**config.mk**
```make
export PLATFORM = sky130hd
export DESIGN_NAME = battery_voltage_power_sequencer_flat
export DESIGN_NICKNAME = d
export VERILOG_FILES = /design/src/sv/bvps_pkg.sv /design/src/sv/bvps_if.sv /design/src/sv/bvps_filter.sv /design/src/sv/bvps_ctrl.sv /design/src/sv/battery_voltage_power_sequencer.sv /design/src/flat_wrapper.sv
export SDC_FILE = /design/constraint.sdc
export NUM_CORES = 1
export LEC_CHECK = 0
export ABC_CLOCK_PERIOD_IN_PS = 19300
export BUFFER_PORTS_ARGS = -buffer_cell sky130_fd_sc_hd__buf_2
export CORE_ASPECT_RATIO = 1.4
export CORE_MARGIN = 4
export CORE_UTILIZATION = 60
export DETAILED_ROUTE_END_ITERATION = 7
export PLACE_DENSITY = 0.77
export SYNTH_ARGS = -nofsm -noshare
export SYNTH_HDL_FRONTEND = slang
export SYNTH_HIERARCHICAL = 1
export SYNTH_SLANG_ARGS = --single-unit
```
**constraint.sdc**
```tcl
create_clock -name clock -period 19.3 [get_ports clock]
set_input_delay 1.93 -clock clock [delete_from_list [all_inputs] [get_ports clock]]
set_output_delay 1.93 -clock clock [all_outputs]
set_load 0.005 [all_outputs]
```
**src/sv/bvps_pkg.sv**
```systemverilog
// Shared types and constants for the battery voltage power sequencer.
// Depends on nothing; every other file of the block refers to it by scoped names.
`default_nettype none

package bvps_pkg;

   // Width of a Q8.8 level and of the wait timers.
   localparam int LEVEL_W = 16;
   localparam int SAMPLE_W = 8;
   localparam int BURST_W = 8;

   // Samples fed to the smoothing filter per burst, and the filter divisor.
   localparam int SAMPLES_PER_BURST = 150;
   localparam int FILTER_DIVISOR = 20;

   // Reciprocal used to divide a 16-bit magnitude by the filter divisor:
   // q = (n * FILTER_RECIP) >> FILTER_SHIFT, exact for all n below 2**16.
   localparam int FILTER_SHIFT = LEVEL_W + $clog2(FILTER_DIVISOR);
   localparam int FILTER_RECIP = ((2 ** FILTER_SHIFT) + FILTER_DIVISOR - 1) / FILTER_DIVISOR;
   localparam int RECIP_W = LEVEL_W + 1;

   // Register indexes on the configuration port.
   localparam int CSR_INDEX_W = 3;
   localparam logic [CSR_INDEX_W-1:0] REG_HIGH_THRESHOLD = 3'd0;
   localparam logic [CSR_INDEX_W-1:0] REG_LOW_THRESHOLD = 3'd1;
   localparam logic [CSR_INDEX_W-1:0] REG_ON_COUNT_LIMIT = 3'd2;
   localparam logic [CSR_INDEX_W-1:0] REG_OFF_COUNT_LIMIT = 3'd3;
   localparam logic [CSR_INDEX_W-1:0] REG_BLINK_TICKS = 3'd4;
   localparam logic [CSR_INDEX_W-1:0] REG_PULSE_TICKS = 3'd5;
   localparam logic [CSR_INDEX_W-1:0] REG_SETTLE_TICKS = 3'd6;
   localparam logic [CSR_INDEX_W-1:0] REG_LOW_WAIT_TICKS = 3'd7;

   // Register values after reset.
   localparam logic [LEVEL_W-1:0] HIGH_THRESHOLD_RST = 16'd49766;
   localparam logic [LEVEL_W-1:0] LOW_THRESHOLD_RST = 16'd49229;
   localparam logic [3:0] ON_COUNT_LIMIT_RST = 4'd2;
   localparam logic [5:0] OFF_COUNT_LIMIT_RST = 6'd35;
   localparam logic [LEVEL_W-1:0] BLINK_TICKS_RST = 16'd200;
   localparam logic [LEVEL_W-1:0] PULSE_TICKS_RST = 16'd4000;
   localparam logic [LEVEL_W-1:0] SETTLE_TICKS_RST = 16'd35000;
   localparam logic [LEVEL_W-1:0] LOW_WAIT_TICKS_RST = 16'd5000;

   typedef struct packed {
      logic [LEVEL_W-1:0] high_threshold;
      logic [LEVEL_W-1:0] low_threshold;
      logic [3:0]         on_count_limit;
      logic [5:0]         off_count_limit;
      logic [LEVEL_W-1:0] blink_ticks;
      logic [LEVEL_W-1:0] pulse_ticks;
      logic [LEVEL_W-1:0] settle_ticks;
      logic [LEVEL_W-1:0] low_wait_ticks;
   } cfg_type;

   typedef struct packed {
      logic               led_on;
      logic               adapter_power;
      logic               host_shutdown;
      logic               want_sample;
      logic [LEVEL_W-1:0] filtered_level;
   } result_type;

endpackage

`default_nettype wire

```
**src/sv/bvps_if.sv**
```systemverilog
// Valid/ready channel interfaces for the request (sample or tick) and response items.
// Depends on bvps_pkg for the field widths.
`default_nettype none

interface bvps_req_if;
   logic                          valid;
   logic                          ready;
   logic                          command;
   logic [bvps_pkg::SAMPLE_W-1:0] sample;

   modport source (output valid, output command, output sample, input ready);
   modport sink (input valid, input command, input sample, output ready);
endinterface

interface bvps_rsp_if;
   logic                         valid;
   logic                         ready;
   logic                         led_on;
   logic                         adapter_power;
   logic                         host_shutdown;
   logic                         want_sample;
   logic [bvps_pkg::LEVEL_W-1:0] filtered_level;

   modport source (output valid, output led_on, output adapter_power, output host_shutdown,
                   output want_sample, output filtered_level, input ready);
   modport sink (input valid, input led_on, input adapter_power, input host_shutdown,
                 input want_sample, input filtered_level, output ready);
endinterface

`default_nettype wire

```
**src/sv/bvps_filter.sv**
```systemverilog
// First-order smoothing filter step: v + ((x << 8) - v) / divisor, truncated toward zero.
// Depends on bvps_pkg for widths and the reciprocal of the divisor.
`default_nettype none

module bvps_filter (
   input  wire logic [bvps_pkg::LEVEL_W-1:0]  level,
   input  wire logic [bvps_pkg::SAMPLE_W-1:0] sample,
   output logic      [bvps_pkg::LEVEL_W-1:0]  next_level
);

   localparam int W = bvps_pkg::LEVEL_W;
   localparam int PROD_W = W + bvps_pkg::RECIP_W;

   logic [W:0]        diff;
   logic              negative;
   logic [W-1:0]      magnitude;
   logic [PROD_W-1:0] product;
   logic [W-1:0]      quotient;

   // Difference is a signed value one bit wider than the level.
   assign diff = {1'b0, sample, {(W - bvps_pkg::SAMPLE_W){1'b0}}} - {1'b0, level};
   assign negative = diff[W];
   // The magnitude never exceeds 65535, so the low bits carry it whole.
   assign magnitude = negative ? W'(-diff) : diff[W-1:0];
   assign product = PROD_W'(magnitude) * PROD_W'(bvps_pkg::FILTER_RECIP);
   assign quotient = W'(product >> bvps_pkg::FILTER_SHIFT);
   assign next_level = negative ? (level - quotient) : (level + quotient);

endmodule

`default_nettype wire

```
**src/sv/bvps_ctrl.sv**
```systemverilog
// Phase machine, wait timer, burst counter, streak counters and output pins.
// Depends on bvps_pkg and instantiates bvps_filter.
`default_nettype none

module bvps_ctrl (
   input  wire logic                          clock,
   input  wire logic                          reset,
   input  wire logic                          fire,
   input  wire logic                          command,
   input  wire logic [bvps_pkg::SAMPLE_W-1:0] sample,
   input  wire bvps_pkg::cfg_type             cfg,
   output bvps_pkg::result_type               result
);

   localparam int W = bvps_pkg::LEVEL_W;

   localparam logic [2:0] PH_BLINK = 3'd0;
   localparam logic [2:0] PH_SAMPLE = 3'd1;
   localparam logic [2:0] PH_LOWWAIT = 3'd2;
   localparam logic [2:0] PH_PULSE = 3'd3;
   localparam logic [2:0] PH_SETTLE = 3'd4;

   logic [2:0]                   phase_ff, phase_in;
   logic [W-1:0]                 timer_ff, timer_in;
   logic [bvps_pkg::BURST_W-1:0] burst_ff, burst_in;
   logic [W-1:0]                 level_ff, level_in;
   logic [4:0]                   high_streak_ff, high_streak_in;
   logic [6:0]                   low_streak_ff, low_streak_in;
   logic                         running_ff, running_in;
   logic                         led_ff, led_in;
   logic                         adapter_ff, adapter_in;
   logic                         host_ff, host_in;

   logic [W-1:0]                 filt_level;
   logic [W-1:0]                 timer_next;
   logic [bvps_pkg::BURST_W-1:0] burst_next;
   logic                         go;
   logic [2:0]                   go_phase;

   bvps_filter u_filter (
      .level      (level_ff),
      .sample     (sample),
      .next_level (filt_level)
   );

   // The wait timer saturates at its full scale.
   assign timer_next = (timer_ff != {W{1'b1}}) ? (timer_ff + W'(1)) : timer_ff;
   assign burst_next = burst_ff + bvps_pkg::BURST_W'(1);

   always_comb begin
      phase_in = phase_ff;
      timer_in = timer_ff;
      burst_in = burst_ff;
      level_in = level_ff;
      high_streak_in = high_streak_ff;
      low_streak_in = low_streak_ff;
      running_in = running_ff;
      led_in = led_ff;
      adapter_in = adapter_ff;
      host_in = host_ff;
      go = 1'b0;
      go_phase = PH_BLINK;

      if (fire) begin
         if (phase_ff == PH_SAMPLE) begin
            if (!command) begin
               level_in = filt_level;
               burst_in = burst_next;
               // The last sample of a burst also runs the evaluation.
               if (burst_next >= bvps_pkg::BURST_W'(bvps_pkg::SAMPLES_PER_BURST)) begin
                  go = 1'b1;
                  if (filt_level <= cfg.low_threshold) begin
                     if (low_streak_ff > {1'b0, cfg.off_count_limit}) begin
                        high_streak_in = '0;
                        low_streak_in = '0;
                        if (running_ff) begin
                           host_in = 1'b1;
                           go_phase = PH_PULSE;
                        end
                     end else begin
                        if (low_streak_ff != 7'h7F) begin
                           low_streak_in = low_streak_ff + 7'd1;
                        end
                        high_streak_in = '0;
                        go_phase = PH_LOWWAIT;
                     end
                  end else if (filt_level > cfg.high_threshold) begin
                     if (high_streak_ff > {1'b0, cfg.on_count_limit}) begin
                        if (!running_ff) begin
                           adapter_in = 1'b1;
                           running_in = 1'b1;
                        end
                        high_streak_in = '0;
                     end else begin
                        if (high_streak_ff != 5'h1F) begin
                           high_streak_in = high_streak_ff + 5'd1;
                        end
                        low_streak_in = '0;
                     end
                  end else begin
                     high_streak_in = '0;
                     low_streak_in = '0;
                  end
               end
            end
         end else if (command) begin
            timer_in = timer_next;
            case (phase_ff)
               PH_LOWWAIT: begin
                  if (timer_next >= cfg.low_wait_ticks) begin
                     go = 1'b1;
                  end
               end
               PH_PULSE: begin
                  if (timer_next >= cfg.pulse_ticks) begin
                     host_in = 1'b0;
                     go = 1'b1;
                     go_phase = PH_SETTLE;
                  end
               end
               PH_SETTLE: begin
                  if (timer_next >= cfg.settle_ticks) begin
                     adapter_in = 1'b0;
                     running_in = 1'b0;
                     go = 1'b1;
                  end
               end
               default: begin
                  // Blink wait, and any code never entered.
                  if (timer_next >= cfg.blink_ticks) begin
                     led_in = 1'b1;
                     go = 1'b1;
                     go_phase = PH_SAMPLE;
                  end
               end
            endcase
         end
      end

      // Entering a phase restarts the timer and the burst count.
      if (go) begin
         phase_in = go_phase;
         timer_in = '0;
         burst_in = '0;
         if (go_phase == PH_BLINK || go_phase == PH_LOWWAIT) begin
            led_in = 1'b0;
         end
      end
   end

   always_ff @(posedge clock) begin
      if (reset) begin
         phase_ff <= PH_BLINK;
         timer_ff <= '0;
         burst_ff <= '0;
         level_ff <= '0;
         high_streak_ff <= '0;
         low_streak_ff <= '0;
         running_ff <= 1'b0;
         led_ff <= 1'b0;
         adapter_ff <= 1'b0;
         host_ff <= 1'b0;
      end else begin
         phase_ff <= phase_in;
         timer_ff <= timer_in;
         burst_ff <= burst_in;
         level_ff <= level_in;
         high_streak_ff <= high_streak_in;
         low_streak_ff <= low_streak_in;
         running_ff <= running_in;
         led_ff <= led_in;
         adapter_ff <= adapter_in;
         host_ff <= host_in;
      end
   end

   assign result.led_on = led_in;
   assign result.adapter_power = adapter_in;
   assign result.host_shutdown = host_in;
   assign result.want_sample = (phase_in == PH_SAMPLE);
   assign result.filtered_level = level_in;

endmodule

`default_nettype wire

```
**src/sv/battery_voltage_power_sequencer.sv**
```systemverilog
// Top level of the battery voltage power sequencer: channels, configuration registers,
// input and result registers. Depends on bvps_pkg, bvps_if and bvps_ctrl.
//
// How the block is used:
// Each transfer on the request channel carries one item: a command bit (0 = ADC sample,
// 1 = one millisecond tick) and an 8-bit sample. Every request yields exactly one
// transfer on the response channel showing the LED, adapter and host shutdown pins,
// whether the block now wants samples, and the filtered level in Q8.8.
// A request transfer lands in an input register; when the result register is empty or
// being drained, the phase machine updates its state from it and the response is
// written to the result register. The block takes one item per cycle for as long as
// the receiver keeps up; the rate rests on the state update, which needs one
// divide-by-constant multiply for the filter.
// When the receiver stalls, the result register holds its item and the input register
// can still take one more transfer; request ready drops only when both are full.
// The configuration port writes one register per cycle with write enable, index and
// data; it should only be written while no items are in flight.
// Synchronous reset puts all configuration registers at their default values, empties
// both stages, drops all output pins, clears the filter and starts in the blink wait phase.
`default_nettype none

module battery_voltage_power_sequencer (
   input  wire logic                             clock,
   input  wire logic                             reset,
   bvps_req_if.sink                              req_chan,
   bvps_rsp_if.source                            rsp_chan,
   input  wire logic                             csr_write_enable,
   input  wire logic [bvps_pkg::CSR_INDEX_W-1:0] csr_index,
   input  wire logic [bvps_pkg::LEVEL_W-1:0]     csr_write_data
);

   bvps_pkg::cfg_type    cfg_ff, cfg_in;
   bvps_pkg::result_type result_ff, result_in;
   bvps_pkg::result_type ctrl_result;

   logic                          in_valid_ff, in_valid_in;
   logic                          command_ff;
   logic [bvps_pkg::SAMPLE_W-1:0] sample_ff;
   logic                          rsp_valid_ff, rsp_valid_in;
   logic                          advance;
   logic                          fire;
   logic                          req_take;

   // The result stage can take a new item when it is empty or being drained.
   assign advance = !rsp_valid_ff || rsp_chan.ready;
   assign fire = in_valid_ff && advance;
   assign req_chan.ready = !in_valid_ff || advance;
   assign req_take = req_chan.valid && req_chan.ready;

   assign in_valid_in = req_take || (in_valid_ff && !advance);
   assign rsp_valid_in = fire || (rsp_valid_ff && !rsp_chan.ready);
   assign result_in = fire ? ctrl_result : result_ff;

   always_comb begin
      cfg_in = cfg_ff;
      if (csr_write_enable) begin
         case (csr_index)
            bvps_pkg::REG_HIGH_THRESHOLD:  cfg_in.high_threshold = csr_write_data;
            bvps_pkg::REG_LOW_THRESHOLD:   cfg_in.low_threshold = csr_write_data;
            bvps_pkg::REG_ON_COUNT_LIMIT:  cfg_in.on_count_limit = csr_write_data[3:0];
            bvps_pkg::REG_OFF_COUNT_LIMIT: cfg_in.off_count_limit = csr_write_data[5:0];
            bvps_pkg::REG_BLINK_TICKS:     cfg_in.blink_ticks = csr_write_data;
            bvps_pkg::REG_PULSE_TICKS:     cfg_in.pulse_ticks = csr_write_data;
            bvps_pkg::REG_SETTLE_TICKS:    cfg_in.settle_ticks = csr_write_data;
            bvps_pkg::REG_LOW_WAIT_TICKS:  cfg_in.low_wait_ticks = csr_write_data;
            default:                       cfg_in = cfg_ff;
         endcase
      end
   end

   always_ff @(posedge clock) begin
      if (reset) begin
         cfg_ff.high_threshold <= bvps_pkg::HIGH_THRESHOLD_RST;
         cfg_ff.low_threshold <= bvps_pkg::LOW_THRESHOLD_RST;
         cfg_ff.on_count_limit <= bvps_pkg::ON_COUNT_LIMIT_RST;
         cfg_ff.off_count_limit <= bvps_pkg::OFF_COUNT_LIMIT_RST;
         cfg_ff.blink_ticks <= bvps_pkg::BLINK_TICKS_RST;
         cfg_ff.pulse_ticks <= bvps_pkg::PULSE_TICKS_RST;
         cfg_ff.settle_ticks <= bvps_pkg::SETTLE_TICKS_RST;
         cfg_ff.low_wait_ticks <= bvps_pkg::LOW_WAIT_TICKS_RST;
         in_valid_ff <= 1'b0;
         rsp_valid_ff <= 1'b0;
      end else begin
         cfg_ff <= cfg_in;
         in_valid_ff <= in_valid_in;
         rsp_valid_ff <= rsp_valid_in;
      end
   end

   // Payload registers need no reset.
   always_ff @(posedge clock) begin
      if (req_take) begin
         command_ff <= req_chan.command;
         sample_ff <= req_chan.sample;
      end
      result_ff <= result_in;
   end

   bvps_ctrl u_ctrl (
      .clock   (clock),
      .reset   (reset),
      .fire    (fire),
      .command (command_ff),
      .sample  (sample_ff),
      .cfg     (cfg_ff),
      .result  (ctrl_result)
   );

   assign rsp_chan.valid = rsp_valid_ff;
   assign rsp_chan.led_on = result_ff.led_on;
   assign rsp_chan.adapter_power = result_ff.adapter_power;
   assign rsp_chan.host_shutdown = result_ff.host_shutdown;
   assign rsp_chan.want_sample = result_ff.want_sample;
   assign rsp_chan.filtered_level = result_ff.filtered_level;

endmodule

`default_nettype wire

```
**src/flat_wrapper.sv**
```systemverilog
// flat-port wrapper written by rule: the top's interface ports become plain ports
module battery_voltage_power_sequencer_flat 
  (clock, reset, csr_write_enable, csr_index, csr_write_data, req_chan_valid, req_chan_command, req_chan_sample, req_chan_ready, rsp_chan_valid, rsp_chan_led_on, rsp_chan_adapter_power, rsp_chan_host_shutdown, rsp_chan_want_sample, rsp_chan_filtered_level, rsp_chan_ready);
  bvps_req_if req_chan_i ();
  bvps_rsp_if rsp_chan_i ();
  input  wire logic clock;
  input  wire logic reset;
  input  wire logic csr_write_enable;
  input  wire logic [bvps_pkg::CSR_INDEX_W-1:0] csr_index;
  input  wire logic [bvps_pkg::LEVEL_W-1:0] csr_write_data;
  input wire logic [$bits(req_chan_i.valid)-1:0] req_chan_valid;
  input wire logic [$bits(req_chan_i.command)-1:0] req_chan_command;
  input wire logic [$bits(req_chan_i.sample)-1:0] req_chan_sample;
  output wire logic [$bits(req_chan_i.ready)-1:0] req_chan_ready;
  output wire logic [$bits(rsp_chan_i.valid)-1:0] rsp_chan_valid;
  output wire logic [$bits(rsp_chan_i.led_on)-1:0] rsp_chan_led_on;
  output wire logic [$bits(rsp_chan_i.adapter_power)-1:0] rsp_chan_adapter_power;
  output wire logic [$bits(rsp_chan_i.host_shutdown)-1:0] rsp_chan_host_shutdown;
  output wire logic [$bits(rsp_chan_i.want_sample)-1:0] rsp_chan_want_sample;
  output wire logic [$bits(rsp_chan_i.filtered_level)-1:0] rsp_chan_filtered_level;
  input wire logic [$bits(rsp_chan_i.ready)-1:0] rsp_chan_ready;
  assign req_chan_i.valid = req_chan_valid;
  assign req_chan_i.command = req_chan_command;
  assign req_chan_i.sample = req_chan_sample;
  assign req_chan_ready = req_chan_i.ready;
  assign rsp_chan_valid = rsp_chan_i.valid;
  assign rsp_chan_led_on = rsp_chan_i.led_on;
  assign rsp_chan_adapter_power = rsp_chan_i.adapter_power;
  assign rsp_chan_host_shutdown = rsp_chan_i.host_shutdown;
  assign rsp_chan_want_sample = rsp_chan_i.want_sample;
  assign rsp_chan_filtered_level = rsp_chan_i.filtered_level;
  assign rsp_chan_i.ready = rsp_chan_ready;
  battery_voltage_power_sequencer u_core (.clock(clock), .reset(reset), .req_chan(req_chan_i), .rsp_chan(rsp_chan_i), .csr_write_enable(csr_write_enable), .csr_index(csr_index), .csr_write_data(csr_write_data));
endmodule
```
# After elaboration in Yosys (flattened, before gate mapping)
# Index checks and enable logic that the tools add are counted.
# op_classes
mux,74
addsub,8
n_bitwise,2
multipliers,1
n_lt_le_gt_ge,9
eq_ne,21
reduce_logical,37
# op_table
operator,n
two-way mux 16 bit,6
greater-or-equal comparator 16 bit,4
two-way mux 1 bit,47
two-way mux 7 bit,5
multiplier 16 x 16 -> 32 bit (second input constant),1
two-way mux 3 bit,9
two-way mux 5 bit,4
subtractor 16 x 16 -> 17 bit,1
adder 16 x 1 -> 16 bit (second input constant),1
adder 16 x 12 -> 16 bit,1
greater-than comparator 16 bit,1
less-or-equal comparator 16 bit,1
inequality test 16 bit (second input constant),1
negation 16 bit,1
AND reduction 2 bit,8
subtractor 16 x 12 -> 16 bit,1
== test 3 x 2 -> 1 bit (second input constant),5
== test 3 bit (second input constant),5
nonzero test 2 bit,6
== test 3 x 1 -> 1 bit (second input constant),3
AND reduction 9 bit,1
adder 8 x 1 -> 8 bit (second input constant),1
greater-or-equal comparator 8 bit (second input constant),1
adder 7 x 1 -> 7 bit (second input constant),1
other kinds (23),37
# totals
wordCells,179
in_bits,33
reg_bits,196

# Logic depth before layout (Yosys ltp)
# depth
word_depth,16
depth_mapped,56
mapped_depth_nobuf,55

# Cells and area by module
# The synthesis kept the hierarchy.
# modules_own_cells
mod,area_per_inst_um2,seq_area_each_um2,instances,cells_per_inst
bvps_filter,6547.5,0.0,1,767
bvps_ctrl,5858.1,1181.1,1,766
battery_voltage_power_sequencer,5171.2,3032.9,1,432

# Worst setup path after synthesis
# OpenSTA, ideal clock, no wires.
# synth_path
path_type,register -> register
from,register u_core.u_ctrl.level_ff[0]
to,register u_core.u_ctrl.low_streak_ff[0]
n_path_buf,0
required_ps,19179
arrival_time_ps,12417
stages_incl_launch_ff,53
setup_ps,121
path_slack_ps,6762
cell_sequence,dfxtp_1 inv_1 ha_1 nor2b_1 mux2i_1 a22oi_1 nor3b_1 nor2b_1 or3b_2 nor3_1 nand2b_1 o21ai_0 xnor2_1 xnor2_1 ha_1 ha_1 fa_1 fa_1 [... 17 more ...] a21oi_1 o21bai_1 a21oi_1 o21bai_1 a21oi_1 o21bai_1 a21oi_1 o21ai_0 or4b_2 nand3_1 ha_1 nand4_1 nor4_1 or2_2 and2_1 nor4_1 nor2_1 mux2_2
# synth_between
elab_chain_cells,9
elab_cells_between_ends,14
cone_classes,add/sub: 4; mul: 1; order compare: 2; eq/ne: 2; mux: 4; reduce/logical: 1
# synth_rtl
element,line_no,rtl
from (decl),bvps_ctrl.sv:26,"logic [W-1:0] level_ff, level_in;"
from (signal assigned),bvps_ctrl.sv:167,level_ff <= level_in;
subtractor 16 x 16 -> 17 bit,bvps_filter.sv:21,"assign diff = {1'b0, sample, {(W - bvps_pkg::SAMPLE_W){1'b0}}} - {1'b0, level};"
negation 16 bit,bvps_filter.sv:24,assign magnitude = negative ? W'(-diff) : diff[W-1:0];
two-way mux 16 bit,bvps_filter.sv:24,
multiplier 16 x 16 -> 32 bit,bvps_filter.sv:25,assign product = PROD_W'(magnitude) * PROD_W'(bvps_pkg::FILTER_RECIP);
adder 16 x 12 -> 16 bit / subtractor 16 x 12 -> 16 bit (equally long branches),bvps_filter.sv:27,assign next_level = negative ? (level - quotient) : (level + quotient);
two-way mux 16 bit *,bvps_filter.sv:27,
named net u_core.u_ctrl.filt_level[14],bvps_ctrl.sv:34,logic [W-1:0] filt_level;
less-or-equal comparator 16 bit / greater-than comparator 16 bit (equally long branches),"bvps_ctrl.sv:72, bvps_ctrl.sv:87",
"inequality test 3 x 1 -> 1 bit (no line), or another cell as far along",n/a,
AND reduction 6 bit (no line) / two-way mux 7 bit (equally long branches),n/a,
to (signal assigned),bvps_ctrl.sv:169,low_streak_ff <= low_streak_in;
to (decl),bvps_ctrl.sv:28,"logic [6:0] low_streak_ff, low_streak_in;"
# Mark *: on every way through the listed nets, which the timed path passes. The rest lies on a longest branch.
# A chain may end at the register's enable or synchronous reset.

# Worst setup path after layout
# Ends and elaborated chain as after synthesis.

==> flow_summary.ini <==
[run_status]
status = completed

[finish]
syn2layout_area_growth_pct = 5.98
ff_latch_area_um2 = 4210
fin_util_pct = 65.0
multiInputGateArea_um2 = 11900
n_fill_cell = 2406
antenna_cells = 0
final_nets = 2354
final_layout_size_suffix_gt1_share_pct = 6.14

[timing]
slew_headroom_pct = 26.6
finalCriticalPeriod_ns = 14.68
hold_viol = 0
fin_tns_setup_ns = 0
rsz0062_at_grt = false
setup_viol = 0
worst_pin_slew_ns = 1.10
max_freq_mhz = 68.1
fin_worst_skew_ns = 0.0105
final.period_utilization_pct = 76.1
maxSlewViolCount = 0

[worst_setup_path]
slowest_stage = xnor2_1
worst_path_largest_cell_delay_ns = 0.81
setup.worst_path.start_class = flip-flop
critPathCaptureType = flip-flop
critPathMostFrequentCell = ha_1
cp_data_required_time_ns = 19.63
worstPathArrival_ns = 15.01
critPathMaxFanout = 12
crit_type = flip-flop to flip-flop
rr_worst_depth = 53

[synth]
async_reset_ff_share_pct = 0
yosysTopAreaCell = dfxtp_1
synth_top_area_share_pct = 19.0
syn-mean-instance-area_um2 = 8.94
synthFlopType = dfxtp_1
yosys_warnings = 6
synth_edf_count = 29
yosysSeqAreaShare_pct = 24.0
synth_cells = 1965
syn_area_um2 = 17600
ys_ff_latch = 196
synth_area_leaders = dfxtp_1 19%, ha_1 19%, fa_1 9.2%, mux2i_1 6.7%, inv_1 6.1%
ys_types = 93
syn_nets = 2345

[die]
fp-row-count = 73
design.core.area_um2 = 28700
die_h_um = 211
io_pins = 55
start_util_pct = 61.3
die_w_um = 153
dieArea_um2 = 32100

[global_route]
grt_pass1_wl_um = 71800
grt.total_usage_pct = 27.9
antenna_found_initial = 0
grt_max_degree = 126
grt_pass1_vias = 14300
grt_overflow = 0

[clocking]
postCtsSetupRepairBufs = 0
cts_resized = 0
cts_tree = done
cts.sinks = 196
clkTransAtPathRegs_ns = 0.07
h-tree-depth = 4
ctsHoldBuffers = 0
cts-root-buf = clkbuf_16
clock_latency_ns = 0.44
clock_path_buffers = 2
cts_buffers = 17

[detailed_routing]
drc = 0
final_antenna_net_count = 0
wl_per_cell_um = 19.0
vias = 13900
dr.pass1.iters = 7
drt_iter0_markers = 800
wl_um = 44800
vias_per_cell = 5.87

[placement]
finalWeightedCongestion = 0.975
portBuffers = 54
dp_hpwl_um = 36500

[hold_path]
holdPathStages = 2
hp-class = flip-flop to flip-flop

[job]
cap_violations = 0
-- logic make-up after synthesis --
group	Yosys count	share of synthesized area (%)
AND/OR/NAND/NOR	580	17.7
adder cells (fa/ha/maj)	347	28.2
flip-flops	196	24.0
XOR/XNOR	99	5.01
buffers and inverters	352	8.04
multiplexers	119	6.79
AO/OA/AOI/OAI	272	10.3
-- state kept, by name, indices dropped and copies added (netlist names), 3 cells and up --
signal / count
u_core/cfg_ff: 106
u_core/rsp_chan.filtered_level: 16
u_core/sample_ff: 8
u_core/u_ctrl/burst_ff: 8
u_core/u_ctrl/high_streak_ff: 5
u_core/u_ctrl/level_ff: 16
u_core/u_ctrl/low_streak_ff: 7
u_core/u_ctrl/phase_ff: 3
u_core/u_ctrl/timer_ff: 16
-- cell usage after synthesis, types with 4 or more instances --
cell      count
inv_1       284
ha_1        266
dfxtp_1     167
nor2_1      143
nand2_1     118
mux2i_1     117
a21oi_1     100
nand2b_1     98
fa_1         81
xnor2_1      62
nand3_1      38
o21ai_0      37
xor2_1       36
clkbuf_1     33
nand4_1      32
edfxtp_1     29
nor3_1       24
a21o_1       20
buf_2        18
and3_1       16
nor2b_1      16
a211oi_1     11
a31oi_1      11
and2_1       11
o21bai_1     11
buf_4        10
nor3b_1      10
and4_1        9
o211ai_1      9
nand4b_1      8
o21a_1        8
or3_1         8
nor4_1        7
o31ai_1       7
o311ai_0      6
a211o_1       4
a21boi_0      4
a22oi_1       4
buf_6         4
nand3b_1      4
nor4b_1       4
or4_1         4
-- path summary, 6_finish.rpt --
path,startpoint,endpoint,slack (ns)
max,u_core/u_ctrl/level_ff[0],u_core/u_ctrl/low_streak_ff[0],4.62
min reg2reg,u_core/u_ctrl/adapter_ff,u_core/u_ctrl/adapter_ff,0.47
max reg2reg,u_core/u_ctrl/level_ff[0],u_core/u_ctrl/low_streak_ff[0],4.62
min,u_core/u_ctrl/adapter_ff,u_core/u_ctrl/adapter_ff,0.47
-- metrics by stage --
step | worst slack [ns] | std cells | cell area, µm² | hold slack (ns)
finish | 4.62 | 2362 | 18600 | 0.471
floorplan | 6.76 | 1965 | 17600 | 0.434
detailed placement | 4.87 | 2330 | 18000 | 0.460
CTS | 4.82 | 2362 | 18600 | 0.472
global placement | 5.42 | 2330 | 18000 | 0.444
global route | 3.66 | 2362 | 18600 | 0.498
-- critical path: cells and delay by family, from the launching register on --
family,cells,cell delay (ns)
and+or+nand+nor,18,4.54
adders and majority gates,11,4.33
AOI/OAI and AO/OA,15,3.02
xor gates and xnor gates,4,1.37
muxes,2,0.63
DFF,1,0.44
buffers and inverters,3,0.24
-- final cells by class --
type                       count  share of cell area, %
clock buffer                  19                   2.49
clock inverter                13                  0.873
inverter                     284                   5.72
multi-input combinational   1417                   64.1
sequential                   196                   22.6
tap                          375                   2.52
timing repair buffer          58                   1.63
-- routing by layer --
| layer | GRT usage, % | part of all wire, % |
|---|---|---|
| met1 | 28.0 | 36 |
| met2 | 53.6 | 53 |
| met3 | 2.79 | 3.0 |
| met4 | 19.3 | 8.0 |
| met5 | 0 | 0 |
-- cells in the final DEF, fill, tap and decap left out, drive strengths merged, types with 10 or more instances in the layout --
cell type,netlist,routed
a211oi,11,11
a21o,20,20
a21oi,101,101
a31oi,11,11
and2,12,12
and3,17,17
buf,33,58
clkbuf,35,19
dfxtp,167,167
edfxtp,29,29
fa,81,81
ha,266,266
inv,284,289
mux2i,117,117
nand2,119,119
nand2b,98,98
nand3,39,39
nand4,33,33
nor2,144,144
nor2b,16,16
nor3,25,25
nor3b,10,10
o21ai,38,38
o21bai,11,11
xnor2,62,62
xor2,36,36
Power is left out: the tool's default activity adds up to more than one toggle a clock period on the data nets, which glitch-free logic cannot reach.
